[config.mk]
export PLATFORM = sky130hd
export DESIGN_NAME = sla_front
export DESIGN_NICKNAME = d
export VERILOG_FILES = /design/src/hdl/sla_pkg.sv /design/src/hdl/sla_front.sv
export SDC_FILE = /design/constraint.sdc
export NUM_CORES = 1
export LEC_CHECK = 0
export BUFFER_PORTS_ARGS = -buffer_cell sky130_fd_sc_hd__buf_2
export CAP_MARGIN = 20
export CORE_ASPECT_RATIO = 0.8
export CORE_MARGIN = 2
export CORE_UTILIZATION = 37
export CTS_CLUSTER_DIAMETER = 60
export DETAILED_ROUTE_END_ITERATION = 16
export HOLD_SLACK_MARGIN = 0.15
export PLACE_DENSITY = 0.78
export SETUP_SLACK_MARGIN = 0.05
export SLEW_MARGIN = 20
export SYNTH_ARGS = -nofsm -noshare
export SYNTH_HDL_FRONTEND = slang
export SYNTH_SLANG_ARGS = --single-unit
[constraint.sdc]
create_clock -name clk -period 2 [get_ports clk]
set_input_delay 0.1 -clock clk [delete_from_list [all_inputs] [get_ports clk]]
set_output_delay 0.1 -clock clk [all_outputs]
set_load 0.01 [all_outputs]
[src/hdl/sla_pkg.sv]
// Shared types and constants for the surface Laplacian applier.
// Depends on nothing; imported by sla_front, sla_div, sla_back, the top level and the testbench.
package sla_pkg;

    localparam int ACC_W   = 112;
    localparam int TOT_W   = 72;
    localparam int DIV_W   = 96;
    localparam int DIVR_W  = 32;
    localparam int Y_SHIFT = 48;

    localparam logic [63:0] S64_MAX = 64'h7FFF_FFFF_FFFF_FFFF;
    localparam logic [63:0] S64_MIN = 64'h8000_0000_0000_0000;
    localparam logic [31:0] S32_MAX = 32'h7FFF_FFFF;
    localparam logic [31:0] S32_MIN = 32'h8000_0000;

    localparam logic [0:0] CFG_CHANNEL_COUNT = 1'b0;
    localparam logic [0:0] CFG_INVERSE_SUM   = 1'b1;

    typedef enum logic [1:0] {
        REQ_LOAD_INV = 2'd0,
        REQ_LOAD_H   = 2'd1,
        REQ_LOAD_CS  = 2'd2,
        REQ_SAMPLE   = 2'd3
    } req_t;

    typedef struct packed {
        req_t        kind;
        logic [5:0]  row;
        logic [5:0]  col;
        logic [31:0] value;
        logic        last_sample;
    } cmd_t;

    typedef struct packed {
        logic [5:0]  channel;
        logic [31:0] laplacian;
        logic        overflow;
        logic        last;
    } out_item_t;

endpackage

[src/hdl/sla_front.sv]
// Front part: takes input items, drops out-of-range ones and marks the final sample.
// Depends on sla_pkg.
module sla_front #(
    parameter int MAX_CHANNELS = 64,
    localparam int IDX_W = $clog2(MAX_CHANNELS)
) (
    input  logic              clk,
    input  logic              rst_n,
    input  logic              push,
    output logic              full,
    input  logic [1:0]        req_type,
    input  logic [5:0]        entry_row,
    input  logic [5:0]        entry_col,
    input  logic [31:0]       value,
    input  logic [IDX_W-1:0]  nm1,
    input  logic              cq_full,
    output logic              cq_push,
    output sla_pkg::cmd_t     cq_item
);
    import sla_pkg::*;

    req_t kind;
    logic row_ok;
    logic col_ok;
    logic keep;
    logic is_last;
    logic take;
    logic f_v_reg;
    cmd_t f_item_reg;

    assign kind    = req_t'(req_type);
    assign row_ok  = 32'(entry_row) < MAX_CHANNELS;
    assign col_ok  = 32'(entry_col) < MAX_CHANNELS;
    assign is_last = (kind == REQ_SAMPLE) && (32'(entry_col) == 32'(nm1));
    assign full    = f_v_reg && cq_full;
    assign take    = push && !full;
    assign cq_push = f_v_reg && !cq_full;
    assign cq_item = f_item_reg;

    always_comb
    begin
        case (kind)
            REQ_SAMPLE: keep = 32'(entry_col) <= 32'(nm1);
            default:    keep = row_ok && col_ok;
        endcase
    end

    always_ff @(posedge clk)
    begin
        if (!full)
        begin
            f_item_reg <= '{kind: kind, row: entry_row, col: entry_col,
                            value: value, last_sample: is_last};
        end
    end

    always_ff @(posedge clk or negedge rst_n)
    begin
        if (!rst_n)
        begin
            f_v_reg <= 1'b0;
        end
        else if (!full)
        begin
            f_v_reg <= take && keep;
        end
    end

endmodule

-- Word level (Yosys, flattened, before mapping)
Index checks and enable logic that the tools add are counted.
Widths: inputs -> output; s select.
- register bits after elaboration: 48
- logic and storage cells: 17
- input bits: 56
- output and inout bits: 49
- muxes and demuxes: 1
- magnitude comparators: 1
- eq/ne operators: 2
- reductions and logical operators: 7
- operators with widths (operator ; number):
    $eq 6x6->1 ; 1
    $le 6x6->1 ; 1
    $logic_and 1x1->1 ; 5
    $eq 2x2->1 const B ; 1
    $logic_not 1->1 ; 2
    $mux 1 ; 1

-- Longest topological paths before layout
Gate-level depths: netlist (run 1).
- word-level depth: 4
- depth in mapped cells: 6
- depth with buffers taken out: 6

-- Worst setup path before layout (run 1)
No wires, ideal clock.
- path type: reg-to-reg
- from: reg f_v_reg
- to: reg f_v_reg
- cell stages (with the launch flop): 5
- required time: 1.871 ns
- setup time: 0.129 ns
- data arrival time: 1.957 ns
- period minus slack after synthesis: 2.087 ns
- buffers on the path: 0
- path slack: -0.087 ns
- path through: dfrtp_1 -> nand2_1 -> inv_1 -> nor2_1 -> a31oi_2
- word-level cells in the longest chain between the ends: 4
- RTL lines (element ; line ; source):
    from (decl) ; sla_front.sv:28 ; logic f_v_reg;
    from (signal assigned) ; sla_front.sv:65 ; f_v_reg <= take && keep;
    $logic_and 1x1->1 * ; sla_front.sv:35 ; assign full = f_v_reg && cq_full;
    named net full ; sla_front.sv:10 ; output logic full,
    $logic_not 1->1 ; - ;
    $logic_and 1x1->1 ; sla_front.sv:36 ; assign take = push && !full;
    $logic_and 1x1->1 ; sla_front.sv:65 ;
Mark *: on every way through the listed nets, which the timed path passes. The rest lies on a longest branch.
A chain may end at the register's enable or synchronous reset.

-- Worst setup path after layout (run 1)
- from: in entry_col[5]
- to: reg f_v_reg
- word-level cells in the longest chain between the ends: 3
- RTL lines (element ; line ; source):
    from (decl) ; sla_front.sv:13 ; input logic [5:0] entry_col,
    $le 6x6->1 ; sla_front.sv:43 ; REQ_SAMPLE: keep = 32'(entry_col) <= 32'(nm1);
    $mux 1 ; sla_front.sv:42 ; case (kind)
    $logic_and 1x1->1 ; sla_front.sv:65 ;
Every way passes these cells.

==> run metrics, run 1 <==
Worst R2R Path Depth=5; Root Driver=clkbuf_8; post-route ant nets=0; initial DRC count=49; final count of negative-setup-slack endpoints=0; worst slack, placed=0.819 ns; synthesized area=1650 µm²; GRT Overall Usage=15.3%; setup ws final=0.618 ns; dominant cells by area after synthesis=edfxtp_1, ha_1, inv_1; DR WL met3=488 µm; Met2 Wirelength=1840 µm; Relative slew margins=83.4%; Die Y-Extent=63.6 µm; RSZ-0062 raised after global routing=no; max-slew violation count=0; Comb power frac=15.8%; CTS tree=done; ys flop type=edfxtp_1; Power per Cell Area=729 nW/µm²; WP data required=2.21 ns; first-pass GRT wire length=5640 µm; gr ovfl total=0; CTS buffer count=5; worst reg2reg setup slack=0.82 ns; Net Count, Synth=138; Tcrit/Tclk final=69.1%; sequential share of power=59.0%; worst hold path type=input pin to flop; capture point of the worst reg-to-reg path=f_v_reg; Worst setup SP type=input pin; Die Wd=78.6 µm; Syn Inst Count=76; max cap viols=0; Max FO, Critical Path=3; met1 WL=1460 µm; Non-Filler Instances=294; Hold Crit Depth=4; DR DRC count=0; largest net degree at the start of global routing=49; Yosys cell types=14; I/O Buffers=104; Async SR Flop Fraction=2.08%; max reg flops=47; Avg Inst Size Synth=21.6 µm²; post-synthesis register bit count=48; vias in the first global route=1314; Pint=1.61 mW; cell with the most instances after synthesis=edfxtp_1; DR top layer=met4; hold_sp=nm1[0]; placement row count=21; Least-Margin Pin Slew=0.249 ns; via/cell ratio=4.28; area of the core=4230 µm²; clock latency on the worst-skew pair=0.29 ns; Ys Warns=0; Post-CTS Setup Inserts=0; dpl cell area=2260 µm²; routability congestion estimate from global placement=0.697; vias post-DR=1259; EDFF count, synth=47; Initial DRT Pass Iterations=4; VDD IR max=468 µV; ANT cells=0; fmax=723 MHz; placed insts=238; Hold Vio Cnt, Final=0; CTS Hold Bufs=49; RR Startpoint=f_v_reg; Net Switching=0.454 mW; Buf+Inv Stages, Crit Path=2; Seq/Total Area, Yosys=87.3%; Reg clk slew, reported paths=0.08 ns; Arrival @ worst endpoint=1.59 ns; Final nets=299; slowest cell on the critical path=dlygate4sd3_1; Post-synth top cells=edfxtp_1, inv_1, ha_1; status=complete, no violations; Worst Hold End=f_v_reg; clk buf depth=2; die area=5000 µm²; Yosys top cell by area=edfxtp_1; routed wire length=3810 µm; CP endpoint kind=flop; Finished Cell Area=2830 µm²; Clock Skew=0.00465 ns; CTS-repair resized insts=0; crit path time final=1.38 ns; crit-path cells=dlygate4sd3_1, buf_2, ha_1, and4_4, o21ai_2, o211ai_2, a31oi_2; initial antenna violation count=0; # IOs=105; Post-DP HPWL=2370 µm; CP max stage delay=0.54 ns; Synth top area share=85.8%; layout cell share with drive strength beyond 1=49.8%; H-tree Lvls=2; Area Overhead vs Synth=72.1%; routed length per placed instance=13.0 µm; Clk network pwr share=25.2%; TNS Setup=0 ns; Sw Ratio=22.0%; static leakage=1.28 nW; WS Path Type=input pin to flop; CTS Sinks=48; Top delay family on crit path=buffers and inverters; Initial Utilization=38.9%
==> stage by stage <==
stage               utilization [%]  hold slack, ns  power (mW)
floorplan                         -          -0.196        1.34
global placement               53.4          -0.125        1.49
detailed placement             53.4          -0.124        1.49
CTS                            66.9           0.250        2.09
global route                   66.9           0.277        2.16
finish                         66.9           0.254        2.07
==> worst max path at each step <==
stage	startpoint	end	slack, ns	cells after the start
after global placement	f_v_reg	f_v_reg	0.85	5
after global routing	f_v_reg	full	0.53	4
after detailed placement	f_v_reg	f_v_reg	0.82	5
after floorplan	f_v_reg	f_v_reg	0.42	4
after CTS	f_v_reg	full	0.60	4
final	entry_col[5]	f_v_reg	0.62	7
==> cells in the final DEF, fill, tap and decap left out <==
cell / count
buf_12: 1
clkinv_4: 1
buf_2: 104
o211ai_2: 1
nor2b_1: 1
dfrtp_1: 1
nor2_1: 3
nand2_1: 2
clkbuf_8: 5
inv_1: 7
ha_1: 6
and4_4: 1
a21oi_1: 2
nand3_2: 1
edfxtp_1: 47
dlygate4sd3_1: 49
clkinv_1: 1
o21ai_2: 1
a31oi_2: 1
nand2_2: 1
nor2b_4: 1
==> metal layers <==
| layer | vias to the layer above | GRT usage (%) |
|---|---|---|
| li1 | 605 | - |
| met5 | - | 0 |
| met1 | 570 | 15.9 |
| met3 | 5 | 6.59 |
| met2 | 79 | 27.9 |
| met4 | 0 | 4.61 |
==> power groups by stage <==
stage / logic [mW] / clock network (mW) / registers (mW)
global route: 0.354 / 0.581 / 1.22
CTS: 0.326 / 0.543 / 1.22
global placement: 0.250 / 0 / 1.24
floorplan: 0.0588 / 0 / 1.29
finish: 0.326 / 0.521 / 1.22
detailed placement: 0.253 / 0 / 1.24
==> kinds of logic (layout without fill, tap and decap cells) <==
kind of cell             after synthesis  after routing  synth area share (%)
AO/OA/AOI/OAI                          5              5                  2.66
flip-flops                            48             48                  87.3
adder cells (fa/ha/maj)                6              6                  4.56
AND/OR/NAND/NOR                       10             10                  3.88
buffers and inverters                  7            168                  1.60
==> area by class of cell <==
type / count / area [µm²]
sequential: 48 / 1440
fill: 291 / 1400
timing repair buffer: 154 / 1030
multi-input combinational: 21 / 185
tap: 57 / 71.3
clock buffer: 5 / 68.8
inverter: 7 / 26.3
clock inverter: 2 / 12.5
==> worst min-delay path: cells and delay by family <==
family,cells,cell delay (ns)
AOI/OAI and AO/OA,1,0.12
adders and majority gates,1,0.12
and+or+nand+nor,1,0.08
buffers and inverters,1,0.08
No activity file was read; power rests on OpenSTA's default activity.
==> run 2, diff against run 1 <==
--- a/config.mk
+++ b/config.mk
@@ -5,6 +5,7 @@
 export SDC_FILE = /design/constraint.sdc
 export NUM_CORES = 1
 export LEC_CHECK = 0
+export ABC_AREA = 1
 export BUFFER_PORTS_ARGS = -buffer_cell sky130_fd_sc_hd__buf_2
 export CAP_MARGIN = 20
 export CORE_ASPECT_RATIO = 0.8
==> constraint.sdc (replaced) <==
create_clock -name clk -period 1.2 [get_ports clk]
set_input_delay 0.06 -clock clk [delete_from_list [all_inputs] [get_ports clk]]
set_output_delay 0.06 -clock clk [all_outputs]
set_load 0.01 [all_outputs]
==> run 2 against run 1 <==
Against the previous run: flip-flop and latch count did not move; worst hold slack better by 0.0096 ns; combinational power rose by 74%.
==> run metrics, run 2 <==
Hold WS=0.263 ns (+0.00958 ns); TNS Setup=0 ns (unchanged); RSZ-0062 raised after global routing=no; Ys Warns=0 (unchanged); worst reg2reg setup slack=0.12 ns (-0.70 ns); CTS buffer count=5 (unchanged); Comb power frac=15.1% (-0.7 points); placement row count=21 (unchanged); Root Driver=clkbuf_8; Avg Inst Size Synth=18.9 µm² (-13%); Initial Utilization=38.9% (about the same); Finished Cell Area=2920 µm² (+3.2%); status=complete, no violations; worst hold path type=input pin to flop; Clk network pwr share=31.1% (+5.9 points); CP endpoint kind=primary output; Post-synth top cells=edfxtp_1, inv_1, nand2_1; Die Y-Extent=63.7 µm (about the same); Initial DRT Pass Iterations=4 (unchanged); final count of negative-setup-slack endpoints=0 (unchanged); Relative slew margins=84.2% (+0.81 points); # IOs=105 (unchanged); ANT cells=0 (unchanged); end point of the critical path=full; initial DRC count=36 (-27%); Final nets=315 (+5.4%); Power per Cell Area=1290 nW/µm² (+76%); layout cell share with drive strength beyond 1=48.0% (-1.8 points); Sw Ratio=22.1% (+0.12 points); H-tree Lvls=2 (unchanged); sequential share of power=53.8% (-5.2 points); cell with the most instances after synthesis=edfxtp_1; I/O Buffers=104 (unchanged); Post-DP HPWL=2400 µm (+1.5%); CTS Sinks=48 (unchanged); Yosys cell types=11 (-3); post-synthesis register bit count=48 (unchanged); Async SR Flop Fraction=2.08% (unchanged); DR DRC count=0 (unchanged); Pint=2.93 mW (+82%); via/cell ratio=4.25 (-0.74%); Net Count, Synth=149 (+8.0%); Arrival @ worst endpoint=1.04 ns (-0.55 ns); vias post-DR=1322 (+5.0%); ys flop type=edfxtp_1; Final Power=3.76 mW (+82%); Die Wd=78.6 µm (about the same); crit path time final=1.10 ns; routability congestion estimate from global placement=0.741 (+6.4%); Syn Inst Count=87 (+14%); clk buf depth=2 (unchanged); dominant cells by area after synthesis=edfxtp_1, ha_1, inv_1; Yosys top cell by area=edfxtp_1; register area=1440 µm² (unchanged); fmax=911 MHz; largest net degree at the start of global routing=27 (-45%); EDFF count, synth=47 (unchanged); most frequent cells in the layout=buf_2, dlygate4sd3_1, edfxtp_1, inv_1, nand2_1; post-layout util=69.1% (+2.1 points); die area=5000 µm² (about the same); post-route ant nets=0 (unchanged); Worst setup SP type=flop; RR Startpoint=f_v_reg; static leakage=1.36 nW (+6.3%); Tcrit/Tclk final=91.5%; synthesized area=1650 µm² (about the same); Crit. Startpoint=f_v_reg; Hold Vio Cnt, Final=0 (unchanged); routed length per placed instance=12.6 µm (-3.0%); Seq/Total Area, Yosys=87.2% (about the same); max cap viols=0 (unchanged); Net Switching=0.831 mW (+83%); Worst R2R Path Depth=3 (-2); commonest non-fill, non-tap cell in the layout=buf_2; Least-Margin Pin Slew=0.235 ns (-0.0143 ns); Reg clk slew, reported paths=0.08 ns (about the same); Synth top area share=85.7% (about the same); max-slew violation count=0 (unchanged); Max FO, Critical Path=3 (unchanged); max reg flops=47 (unchanged); CTS tree=done; VDD IR max=773 µV (+65%); vias in the first global route=1360 (+3.5%); WS Path Type=flop to primary output; Clock Skew=0.00321 ns (-0.00145 ns); Area Overhead vs Synth=77.4%; routed wire length=3910 µm (+2.6%); WP data required=1.14 ns (-1.07 ns); initial antenna violation count=0 (unchanged); GRT Overall Usage=16.3% (+0.94 points); Multi-input gate area=169 µm² (-8.8%); capture point of the worst reg-to-reg path=cq_item[18]; first-pass GRT wire length=5930 µm (+5.0%); clock latency on the worst-skew pair=0.30 ns (about the same); gr ovfl total=0 (unchanged); fillers=290 (-0.34%); dpl cell area=2290 µm² (+1.2%); area of the core=4230 µm² (unchanged)
-- run 2: through the flow --
stage | cells | worst slack (ns)
floorplan | 87 | 0.0710
global route | 311 | 0.0522
global placement | 250 | 0.183
finish | 311 | 0.102
detailed placement | 250 | 0.131
CTS | 311 | 0.0585
-- run 2: critical path, stage by stage (launching register included) --
cell     delay, ns
dfrtp_1       0.41
nand2_4       0.09
buf_12        0.10
inv_2         0.02
buf_2         0.12
-- run 2: worst min path at each step --
stage	start	slack, ns	end	depth (start not counted)
2_1_floorplan	rst_n	-0.24	f_v_reg	0
3_3_place_gp	rst_n	-0.16	f_v_reg	1
3_5_place_dp	rst_n	-0.16	f_v_reg	1
4_1_cts	entry_col[5]	0.25	f_v_reg	7
5_1_grt	entry_col[5]	0.29	f_v_reg	7
6_report	entry_col[5]	0.26	f_v_reg	7
-- run 2: power by group through the flow --
stage	clock (mW)	sequential, mW	combinational (mW)
floorplan	0	2.14	0.0921
global placement	0	2.05	0.417
detailed placement	0	2.06	0.427
CTS	1.20	2.02	0.582
global route	1.28	2.03	0.618
finish	1.17	2.02	0.567
-- run 2: cell families (layout without fill, tap and decap cells) --
family,Yosys count,after routing,share of synthesized area (%)
flops,48,48,87.2
simple gates,18,18,4.64
buf+inv,13,180,2.96
fa+ha+maj,6,6,4.56
compound gates,2,2,0.608
-- run 2: final cells by class --
class                           count  share of cell area [%]
Multi-Input combinational cell     26                    5.78
Inverter                           13                    1.67
Tap cell                           57                    2.44
Sequential cell                    48                    49.2
Clock buffer                        5                    2.36
Timing Repair Buffer              159                    37.0
Clock inverter                      3                    1.58
-- run 2: timing repair --
action | in CTS | in global routing
gates resized for setup | 0 | 1
gates cloned | 1 | 0
hold endpoints to repair | 49 | 0
hold buffers | 49 | 0
buffers inserted | 3 | 1
pin swaps | 1 | 0
setup endpoints to repair | 1 | 11
-- run 2: routing by layer --
layer / wire length, µm / vias to the layer above / track usage [%] / part of all wire [%]
li1: - / 642 / - / -
met5: 0 / - / 0 / 0
met4: 61 / 0 / 7.68 / 1.6
met3: 443 / 7 / 7.02 / 11
met1: 1480 / 596 / 15.9 / 38
met2: 1930 / 77 / 29.3 / 49
