File: config.mk
export PLATFORM = sky130hd
export DESIGN_NAME = sla_queue
export DESIGN_NICKNAME = d
export VERILOG_FILES = /design/src/hdl/sla_queue.sv
export SDC_FILE = /design/constraint.sdc
export NUM_CORES = 1
export LEC_CHECK = 0
export ABC_AREA = 1
export BUFFER_PORTS_ARGS = -buffer_cell sky130_fd_sc_hd__buf_2
export CORE_MARGIN = 2
export CORE_UTILIZATION = 60
export CTS_CLUSTER_DIAMETER = 120
export DETAILED_ROUTE_END_ITERATION = 8
export PLACE_DENSITY = 0.89
export REMOVE_ABC_BUFFERS = 1
export SYNTH_ARGS = -nofsm -noshare
export SYNTH_HDL_FRONTEND = slang
export SYNTH_SLANG_ARGS = --single-unit
File: constraint.sdc
create_clock -name clk -period 4.65 [get_ports clk]
set_input_delay 0 -clock clk [delete_from_list [all_inputs] [get_ports clk]]
set_output_delay 0 -clock clk [all_outputs]
set_load 0.1 [all_outputs]
File: src/hdl/sla_queue.sv
// Small synchronous FIFO used between the front and back parts and on the result side.
// Depends on nothing; DEPTH must be a power of two.
module sla_queue #(
    parameter int WIDTH = 8,
    parameter int DEPTH = 4,
    localparam int PTR_W = (DEPTH > 1) ? $clog2(DEPTH) : 1
) (
    input  logic             clk,
    input  logic             rst_n,
    input  logic             push,
    input  logic [WIDTH-1:0] din,
    output logic             full,
    input  logic             pop,
    output logic [WIDTH-1:0] dout,
    output logic             empty
);

    logic [WIDTH-1:0] data_reg [DEPTH];
    logic [PTR_W-1:0] wr_ptr_reg;
    logic [PTR_W-1:0] rd_ptr_reg;
    logic [PTR_W:0]   count_reg;
    logic             do_push;
    logic             do_pop;

    assign full    = (count_reg == (PTR_W+1)'(DEPTH));
    assign empty   = (count_reg == '0);
    assign do_push = push && !full;
    assign do_pop  = pop && !empty;
    assign dout    = data_reg[rd_ptr_reg];

    always_ff @(posedge clk)
    begin
        if (do_push)
        begin
            data_reg[wr_ptr_reg] <= din;
        end
    end

    always_ff @(posedge clk or negedge rst_n)
    begin
        if (!rst_n)
        begin
            wr_ptr_reg <= '0;
            rd_ptr_reg <= '0;
            count_reg  <= '0;
        end
        else
        begin
            if (do_push)
            begin
                wr_ptr_reg <= wr_ptr_reg + 1'b1;
            end
            if (do_pop)
            begin
                rd_ptr_reg <= rd_ptr_reg + 1'b1;
            end
            if (do_push && !do_pop)
            begin
                count_reg <= count_reg + 1'b1;
            end
            else if (do_pop && !do_push)
            begin
                count_reg <= count_reg - 1'b1;
            end
        end
    end

endmodule

After elaboration in Yosys (flattened, before gate mapping):

Memory sizes are Yosys's and may differ from the RTL's.
Index checks and enable logic that the tools add are counted.

* word-level logic and storage cells: 23
* RAM bits: 32
* memories kept: 1
* output and inout port bits: 10
* register bits: 7
* bits of input ports: 12

* $add $sub $neg: 4
* reduce and logical (&&, ||, !) cells: 10
* equal/unequal tests: 1
* mux-type cells: 4

Memory list
* data_reg: words 4, bits a word 8, read ports 1, clocked after Yosys merged registers in 0, write ports 1, RTL line 18 `logic [WIDTH-1:0] data_reg [DEPTH];`

Operators with widths (count)
* $mux 3: 2
* $add 2x1->2 const B: 2
* $logic_and 1x1->1: 4
* $logic_not 1->1: 4
* $add 3x1->3 const B: 1
* $eq 3x3->1 const B: 1
* $logic_not 3->1: 1
* $sub 3x1->3 const B: 1
* $mux 1: 2
* $reduce_bool 2->1: 1

Depth between registers and ports, before layout:

Gate-level depths: netlist of run 1.

* depth after elaboration: 7
* gate-level depth with buffers: 12
* depth with buffers taken out: 12

Worst setup path before layout of run 1:

Ideal clock, no wire load.

* kind: reg2reg
* start point: reg count_reg[0]
* end point: reg count_reg[1]
* cell stages (with the launch flop): 10
* setup time: 126 ps
* arrival time: 1600 ps
* path buffers: 0
* required time: 4524 ps
* period minus slack after synthesis: 1727 ps
* setup slack: 2923 ps
* cells stage by stage: dfrtp_1 inv_1 nand3_1 nand2_1 inv_1 ha_1 inv_1 fa_1 nand2_1 o21ai_0

* word-level cells in the longest chain between the ends: 6
* elaborated cells on any way between the ends: 15
* classes of those cells: add/sub: 2; eq/ne: 1; mux: 2; reduce/logical: 10

Ends and longest elaborated chain
* start, declared: RTL line 21 `logic [PTR_W:0] count_reg;`
* start signal, assigned: RTL line 59 `count_reg <= count_reg + 1'b1;`
* start signal, assigned: RTL line 63 `count_reg <= count_reg - 1'b1;`
* $eq 3x3->1 *: RTL line 25 `assign full = (count_reg == (PTR_W+1)'(DEPTH));`
* $logic_not 1->1 *: RTL line 27 `assign do_push = push && !full;`
* $logic_and 1x1->1 *: RTL line 27
* named net do_push: RTL line 22 `logic do_push;`
* $logic_not 1->1: RTL line 61 `else if (do_pop && !do_push)`
* $logic_and 1x1->1: RTL line 61
* $reduce_bool 2->1 (no source line)

The timed path passes the listed nets; every way through them passes the cells marked *. The select of a mux whose other input is x is not followed.
A chain may end at the register's enable or synchronous reset.

Worst setup path after layout of run 1:

Same ends and word-level chain as after synthesis.

==> impl_metrics.yaml, run 1 <==
synthesis:
  synth_simple_gate_area_share_pct: 12.1
  synth_cell_types: 16
  synth-compound-area-share_pct: 7.22
  muxShareOfSynthArea_pct: 0
  synth_top_area_cell: "edfxtp_1"
  synth.avg_cell_area_um2: 11.3
  ys_seq_area_share_pct: 65.5
  netlist_top_cells_area: "edfxtp_1 (55%), dfrtp_1 (10%), nand2_1 (8.9%)"
  synth_cells: 154
  synth-main-ff-cell: "edfxtp_1"
  synth-seq-cells: 39
  ys.warnings.count: 0
  synthXorXnorAreaFrac_pct: 0.505
  async_reset_ff_share_pct: 17.9
  netlist_top_cells_count: "nand2_1 (41), edfxtp_1 (32), inv_1 (32)"
  synth_area_um2: 1730
  synth_fa_ha_area_share_pct: 4.76
  synth.top_cell.area_share_pct: 55.4
  synth_top_family_by_area: "simple AND/OR/NAND/NOR gates"
  yosysMostFrequentCell: "nand2_1"
  synth_edf_count: 32
floorplan:
  ios: 22
  die_h_um: 57.8
  num_rows: 19
  dieArea_um2: 3340
  core_um2: 2760
  initial_core_util_pct: 62.9
  die-width_um: 57.8
route:
  wirelength_mm: 3.24
  wl_per_cell_um: 14.5
  first_pass_iters: 4
  drt-initial-drc-count: 61
  ant_nets: 0
  via_count: 1195
  via_per_inst: 5.36
  route.detailed.drc: 0
layout:
  antennaDiodeCount: 0
  final_area_um2: 2020
  largest_reg_flops: 32
  register_area_um2: 1140
  drive_gt1_share_pct: 16.1
  nFillCells: 205
  syn_to_final_growth_pct: 16.3
  multi_input_comb_area_um2: 427
  nNetsFinal: 209
  layoutNonFillerInstCount: 223
timing:
  relSlewSlack_pct: 45.5
  slew_violations: 0
  skew_ns: 0.0140
  rsz0062_at_grt: "no"
  fin_crit_sh_pct: 43.9
  fin_setup_tns_ns: 0
  worst_pin_slew_ns: 0.814
  finalCriticalPeriod_ns: 2.04
  final_hold_viol_count: 0
  fmax_ghz: 0.490
  final-setup-viol-count: 0
worst_setup_path:
  crit_type: "flop to flop"
  crit_arrival_ns: 2.28
  end_kind: "flop"
  cp_data_required_time_ns: 4.88
  cp-start-kind: "flop"
  crit_fanout: 7
cts:
  htreeDepth: 2
  cts_made_buffers: 5
  ctsRootBufferMaster: "clkbuf_4"
  cts_resized: 0
  post_cts_buffers: 0
  clock-sinks: 39
  tritoncts: "done"
  path_clk_slew_ns: 0.12
  cts_buffer_depth: 2
  hold_buffers: 13
  clk-insertion-delay-late_ns: 0.35
global_route:
  track_usage_pct: 22.7
  grt_pass1_vias: 1180
  grt_max_degree: 34
  overflow: 0
  grt_pass1_wl_mm: 5.31
  grt_antenna_before_repair: 0
placed_design:
  hpwlAfterDp_mm: 2.12
  portBuffers: 21
  placed_cell_area_um2: 1830
  dpl.cell_count: 202
  gp_congestion: 0.731
flow_run:
  cap_violations: 0
status:
  status: "complete, no violations"
worst_hold_path:
  worst_hold_path_type: "input port to flop"
worst max-delay path: stages (launching register included):
cell	delay (ns)
dfrtp_1	0.45
inv_1	0.10
nand3_1	0.15
nand2_1	0.22
inv_1	0.07
ha_1	0.22
inv_1	0.11
fa_1	0.43
nand2_1	0.08
o21ai_0	0.09
cells by family (layout without fill, tap and decap cells):
group	after synthesis	count (layout)
simple gates	53	53
compound gates	17	17
flops	39	39
fa+ha+maj	6	6
buf+inv	38	76
xor+xnor	1	1
cell type report:
class,count,area share [%]
clock buffers,5,1.86
multi-input cells,77,21.2
clock inverters,3,0.744
repair buffers,34,11.7
inverters,34,6.33
flip-flops and latches,39,56.3
well taps,31,1.92
through the flow:
step / util (%) / hold slack [ns] / worst slack (ns)
after global routing: 73.1 / 0.407 / 2.46
after CTS: 73.1 / 0.387 / 2.64
after detailed placement: 66.5 / -0.154 / 2.68
after floorplan: - / -0.296 / 2.92
after global placement: 66.5 / -0.159 / 2.85
final: 73.1 / 0.411 / 2.61
per-layer routing:
layer	wire length (um)	share of wire (%)	track usage (%)	up-vias
met5	0	0	0	-
met4	96	3.0	11.3	0
met3	195	6.0	7.37	10
met2	1710	53	38.8	45
met1	1240	38	25.4	559
li1	-	-	-	581
cells in the final DEF, fill, tap and decap left out:
| cell type | n |
|---|---|
| ha_1 | 5 |
| xnor2_1 | 1 |
| edfxtp_1 | 32 |
| nand3_1 | 7 |
| clkbuf_4 | 5 |
| o21ai_0 | 1 |
| fa_1 | 1 |
| nor2_1 | 4 |
| clkinv_2 | 3 |
| buf_2 | 21 |
| dlygate4sd3_1 | 13 |
| nand2_1 | 41 |
| inv_1 | 32 |
| nand4_1 | 1 |
| o211ai_1 | 16 |
| dfrtp_1 | 7 |
| inv_2 | 2 |
final timing paths:
check | from | end | slack, ns | cells after the start
worst max-delay path | count_reg[0]$_DFFE_PN0P_ | count_reg[1]$_DFFE_PN0P_ | 2.61 | 9
worst min-delay path | din[4] | data_reg[0][4]$_DFFE_PP_ | 0.41 | 2
worst max register to register | count_reg[0]$_DFFE_PN0P_ | count_reg[1]$_DFFE_PN0P_ | 2.61 | 9
worst min register to register | wr_ptr_reg[1]$_DFFE_PN0P_ | wr_ptr_reg[1]$_DFFE_PN0P_ | 0.55 | 2
max in group asynchronous | rst_n | wr_ptr_reg[1]$_DFFE_PN0P_ | 3.28 | 4
min in group asynchronous | rst_n | rd_ptr_reg[1]$_DFFE_PN0P_ | 0.50 | 3
Power of run 1 is not shown: default switching activity piles up to over one toggle a cycle in this logic, so the estimate is an artifact.
==> run 2: changes to the inputs <==
--- a/config.mk
+++ b/config.mk
@@ -8,10 +8,10 @@
 export ABC_AREA = 1
 export BUFFER_PORTS_ARGS = -buffer_cell sky130_fd_sc_hd__buf_2
 export CORE_MARGIN = 2
-export CORE_UTILIZATION = 60
+export CORE_UTILIZATION = 51
 export CTS_CLUSTER_DIAMETER = 120
 export DETAILED_ROUTE_END_ITERATION = 8
-export PLACE_DENSITY = 0.89
+export PLACE_DENSITY = 0.81
 export REMOVE_ABC_BUFFERS = 1
 export SYNTH_ARGS = -nofsm -noshare
 export SYNTH_HDL_FRONTEND = slang
==> constraint.sdc (replaced) <==
create_clock -name clk -period 1.65 [get_ports clk]
set_input_delay 0 -clock clk [delete_from_list [all_inputs] [get_ports clk]]
set_output_delay 0 -clock clk [all_outputs]
set_load 0.1 [all_outputs]
==> impl_metrics.yaml, run 2 (same netlist as run 1, synthesis figures left out) <==
status:
  status: "finished with violations"
  violations: "negative setup slack"
timing:
  relSlewSlack_pct: 67.5
  fin_ws_ns: -0.0238
  final-setup-viol-count: 2
  fin_crit_sh_pct: 101
  final_hold_viol_count: 0
  slew_violations: 0
  fmax_ghz: 0.597
  finalCriticalPeriod_ns: 1.67
  skew_ns: 0.0114
  rsz0062_at_grt: "yes"
  worst_pin_slew_ns: 0.492
worst_setup_path:
  crit_type: "flop to flop"
  path_delay_family: "adder cells"
  crit_chain: "inv_2, nand3_2, nand2_2, inv_2, ha_4, inv_4, fa_2, nand2_2, o21ai_2"
  crit_fanout: 3
  cp-start-kind: "flop"
  end_kind: "flop"
  cpMaxStageDelayCell: "fa_2"
  slowest_delay_ns: 0.43
  cp_data_required_time_ns: 1.90
  cp_num_buf_inv: 3
  crit_arrival_ns: 1.92
placed_design:
  portBuffers: 21
  dpl.cell_count: 230
  hpwlAfterDp_mm: 2.28
  dpl_worst_slack_ns: -0.0552
  gp_congestion: 0.777
cts:
  clock-sinks: 39
  htreeDepth: 2
  tritoncts: "done"
  cts_made_buffers: 5
  clk-insertion-delay-late_ns: 0.35
  path_clk_slew_ns: 0.12
  cts_buffer_depth: 2
  ctsRootBufferMaster: "clkbuf_4"
route:
  wirelength_mm: 3.85
  wl_per_cell_um: 14.9
  drt-initial-drc-count: 42
  ant_nets: 0
  first_pass_iters: 4
  via_count: 1260
  route.detailed.drc: 0
  via_per_inst: 4.88
layout:
  syn_to_final_growth_pct: 39.8
  drive_gt1_share_pct: 33.5
  register_area_um2: 1140
  antennaDiodeCount: 0
  layout_common_cells: "nand2_1 (36), edfxtp_1 (32), inv_1 (26)"
  layout.cells.most_common: "nand2_1"
  largest_reg_flops: 32
  multi_input_comb_area_um2: 485
  nNetsFinal: 229
  layoutNonFillerInstCount: 258
  nFillCells: 237
floorplan:
  die-width_um: 62.3
  dieArea_um2: 3880
  ios: 22
  core_um2: 3310
  die_h_um: 62.3
  initial_core_util_pct: 52.4
  num_rows: 21
global_route:
  grt_antenna_before_repair: 0
  overflow: 0
  grt_max_degree: 34
  grt_pass1_vias: 1252
  track_usage_pct: 20.1
  grt_pass1_wl_mm: 5.94
worst_hold_path:
  worst_hold_path_type: "input port to flop"
flow_run:
  cap_violations: 0
run 2: changes by cell type in the layout (fill, tap and decap cells not counted), sizes merged:
cell	change
bufinv	+2
dlygate4sd3	-1
buf	+20
clkinv	-2
clkinvlp	+1
run 2: path summary, 6_finish.rpt:
kind,slack [ns],to,cells after the start,start
max,-0.02,count_reg[1]$_DFFE_PN0P_,9,count_reg[1]$_DFFE_PN0P_
min,0.40,data_reg[3][3]$_DFFE_PP_,2,din[3]
max reg2reg,-0.02,count_reg[1]$_DFFE_PN0P_,9,count_reg[1]$_DFFE_PN0P_
min reg2reg,0.56,count_reg[2]$_DFFE_PN0P_,2,count_reg[2]$_DFFE_PN0P_
max in group asynchronous,0.73,rd_ptr_reg[0]$_DFFE_PN0P_,3,rst_n
min in group asynchronous,0.62,wr_ptr_reg[1]$_DFFE_PN0P_,3,rst_n
run 2: metal layers:
layer	vias up	track usage (%)	part of all wire (%)
met5	-	0	0
met3	8	5.80	4.5
met4	0	6.39	1.5
li1	623	-	-
met2	35	35.3	52
met1	594	23.9	42
run 2: layout make-up:
cell class	count	share of cell area, %
sequential	39	47.0
inverter	34	5.58
clock inverter	3	2.79
timing repair inverter	1	0.258
tap	46	2.37
timing repair buffer	53	20.4
multi-input combinational	77	20.0
clock buffer	5	1.55
run 2: worst reg2reg max path, stage by stage (launching register included):
cell and delay [ns]:
dfrtp_1 0.42, inv_2 0.12, nand3_2 0.10, nand2_2 0.09
inv_2 0.04, ha_4 0.16, inv_4 0.06, fa_2 0.43
nand2_2 0.09, o21ai_2 0.06
run 2: repair_timing:
| action | CTS | global route |
|---|---|---|
| setup endpoints to repair | 10 | 12 |
| endpoints found under the hold margin | 42 | 0 |
| cloned | 0 | 1 |
| gates resized for setup | 9 | 19 |
| pin swaps | 3 | 8 |
| buffers inserted | 2 | 5 |
| hold buffers | 12 | 0 |
run 2: through the flow:
step / hold WS (ns) / utilization, % / setup TNS (ns) / cell area (um^2)
6_report: 0.396 / 73.2 / -0.0455 / 2420
5_1_grt: 0.401 / 73.2 / -0.188 / 2420
4_1_cts: 0.393 / 70.3 / -0.0361 / 2330
3_5_place_dp: -0.148 / 62.5 / -0.0910 / 2070
3_3_place_gp: -0.160 / 62.5 / 0 / 2070
2_1_floorplan: -0.296 / - / -0.127 / 1690
Power of run 2 is left out for the same reason.
==> run 3: changes to the inputs <==
--- a/config.mk
+++ b/config.mk
@@ -6,12 +6,11 @@
 export NUM_CORES = 1
 export LEC_CHECK = 0
 export ABC_AREA = 1
-export BUFFER_PORTS_ARGS = -buffer_cell sky130_fd_sc_hd__buf_2
-export CORE_MARGIN = 2
-export CORE_UTILIZATION = 51
+export BUFFER_PORTS_ARGS = -buffer_cell sky130_fd_sc_hd__buf_4
+export CORE_UTILIZATION = 50
 export CTS_CLUSTER_DIAMETER = 120
 export DETAILED_ROUTE_END_ITERATION = 8
-export PLACE_DENSITY = 0.81
+export PLACE_DENSITY = 0.8
 export REMOVE_ABC_BUFFERS = 1
 export SYNTH_ARGS = -nofsm -noshare
 export SYNTH_HDL_FRONTEND = slang
==> impl_metrics.yaml, run 3 (same netlist as run 1, synthesis figures left out) <==
status:
  status: "finished with violations"
  violations: "negative setup slack"
global_route:
  overflow: 0
  grt_pass1_vias: 1244
  track_usage_pct: 20.4
  grt_antenna_before_repair: 0
  grt_max_degree: 34
  grt_pass1_wl_mm: 5.18
worst_setup_path:
  crit_chain: "inv_2, nand3_2, nand2_4, ha_4, inv_4, fa_2, inv_2, nand2_2, nand4_1, nand2_1"
  cp-start-kind: "flop"
  path_delay_family: "adder cells"
  crit_fanout: 3
  cpMaxStageDelayCell: "dfrtp_1"
  slowest_delay_ns: 0.42
  cp_common_cell: "inv_2"
  cp_num_buf_inv: 3
  cp_data_required_time_ns: 1.89
  crit_arrival_ns: 1.94
  crit_type: "flop to flop"
  end_kind: "flop"
placed_design:
  hpwlAfterDp_mm: 2.09
  placed_cell_area_um2: 1970
  portBuffers: 21
  gp_congestion: 0.714
  dpl.cell_count: 226
cts:
  clk-insertion-delay-late_ns: 0.34
  htreeDepth: 2
  tritoncts: "done"
  path_clk_slew_ns: 0.12
  cts_made_buffers: 5
  ctsRootBufferMaster: "clkbuf_4"
  clock-sinks: 39
  cts_buffer_depth: 2
timing:
  fin_setup_tns_ns: -0.0628
  worst_pin_slew_ns: 0.351
  relSlewSlack_pct: 76.5
  final-setup-viol-count: 2
  slew_violations: 0
  finalCriticalPeriod_ns: 1.69
  fmax_ghz: 0.591
  final_hold_viol_count: 0
  fin_ws_ns: -0.0419
  fin_crit_sh_pct: 103
  rsz0062_at_grt: "yes"
  skew_ns: 0.0235
layout:
  antennaDiodeCount: 0
  register_area_um2: 1140
  layout.cells.most_common: "buf_4"
  largest_reg_flops: 32
  nNetsFinal: 228
  nFillCells: 229
  layoutNonFillerInstCount: 257
  drive_gt1_share_pct: 30.8
  multi_input_comb_area_um2: 467
  syn_to_final_growth_pct: 32.3
  final_area_um2: 2290
  layout_common_cells: "buf_4 (40), nand2_1 (37), edfxtp_1 (32)"
floorplan:
  die-width_um: 60.9
  die_h_um: 60.9
  initial_core_util_pct: 52.0
  dieArea_um2: 3710
  core_um2: 3340
  num_rows: 21
  ios: 22
route:
  via_per_inst: 4.95
  wirelength_mm: 3.62
  drt-initial-drc-count: 71
  drt-met1-wl_mm: 1.51
  first_pass_iters: 4
  wl_per_cell_um: 14.1
  via_count: 1271
  ant_nets: 0
  wl_met3_um: 154
  top_layer: "met4"
  dr_wl_met2_mm: 1.93
  route.detailed.drc: 0
flow_run:
  cap_violations: 0
worst_hold_path:
  worst_hold_path_type: "input port to flop"
[run 3: cell types whose count changed in the layout (fill, tap and decap cells not counted), sizes merged]
| cell | previous run | this run |
|---|---|---|
| clkbuf | 5 | 6 |
| bufinv | 2 | 0 |
[run 3: worst paths after layout]
check                      slack [ns]                 startpoint                        end  depth (start not counted)
min in group asynchronous        0.62                      rst_n   count_reg[0]$_DFFE_PN0P_                          3
min reg2reg                      0.57  wr_ptr_reg[0]$_DFFE_PN0P_  wr_ptr_reg[0]$_DFFE_PN0P_                          2
max in group asynchronous        0.74                      rst_n  rd_ptr_reg[1]$_DFFE_PN0P_                          3
max reg2reg                     -0.04   count_reg[1]$_DFFE_PN0P_   count_reg[2]$_DFFE_PN0P_                         10
max                             -0.04   count_reg[1]$_DFFE_PN0P_   count_reg[2]$_DFFE_PN0P_                         10
min                              0.39                     din[1]   data_reg[3][1]$_DFFE_PP_                          2
[run 3: layout make-up]
| cell class | count | area share (%) |
|---|---|---|
| timing repair buffer | 53 | 18.8 |
| clock buffer | 6 | 2.24 |
| clock inverter | 2 | 0.491 |
| tap | 46 | 2.51 |
| multi-input combinational | 77 | 20.3 |
| sequential | 39 | 49.6 |
| inverter | 34 | 6.00 |
[run 3: per-stage QoR]
step	hold slack [ns]	util [%]	setup slack, ns
after floorplan	-0.296	-	-0.0767
after global placement	-0.183	59.1	0.0744
final	0.389	68.7	-0.0419
after detailed placement	-0.178	59.1	-0.0765
after CTS	0.379	67.0	0.00287
after global routing	0.384	68.7	-0.104
[run 3: what timing repair did]
| item | in CTS | in global routing |
|---|---|---|
| buffers inserted | 8 | 4 |
| hold buffers | 12 | 0 |
| gates resized for setup | 8 | 15 |
| gates cloned | 0 | 0 |
| pin swaps | 2 | 7 |
| setup endpoints to repair | 10 | 11 |
| endpoints found under the hold margin | 42 | 0 |
[run 3: routing by layer]
metal  vias up  global-route usage [%]
met5         -                       0
met4         0                    11.7
met3         4                    7.89
met2        39                    35.0
met1       610                    21.3
li1        618                       -
Power of run 3 is left out for the same reason.
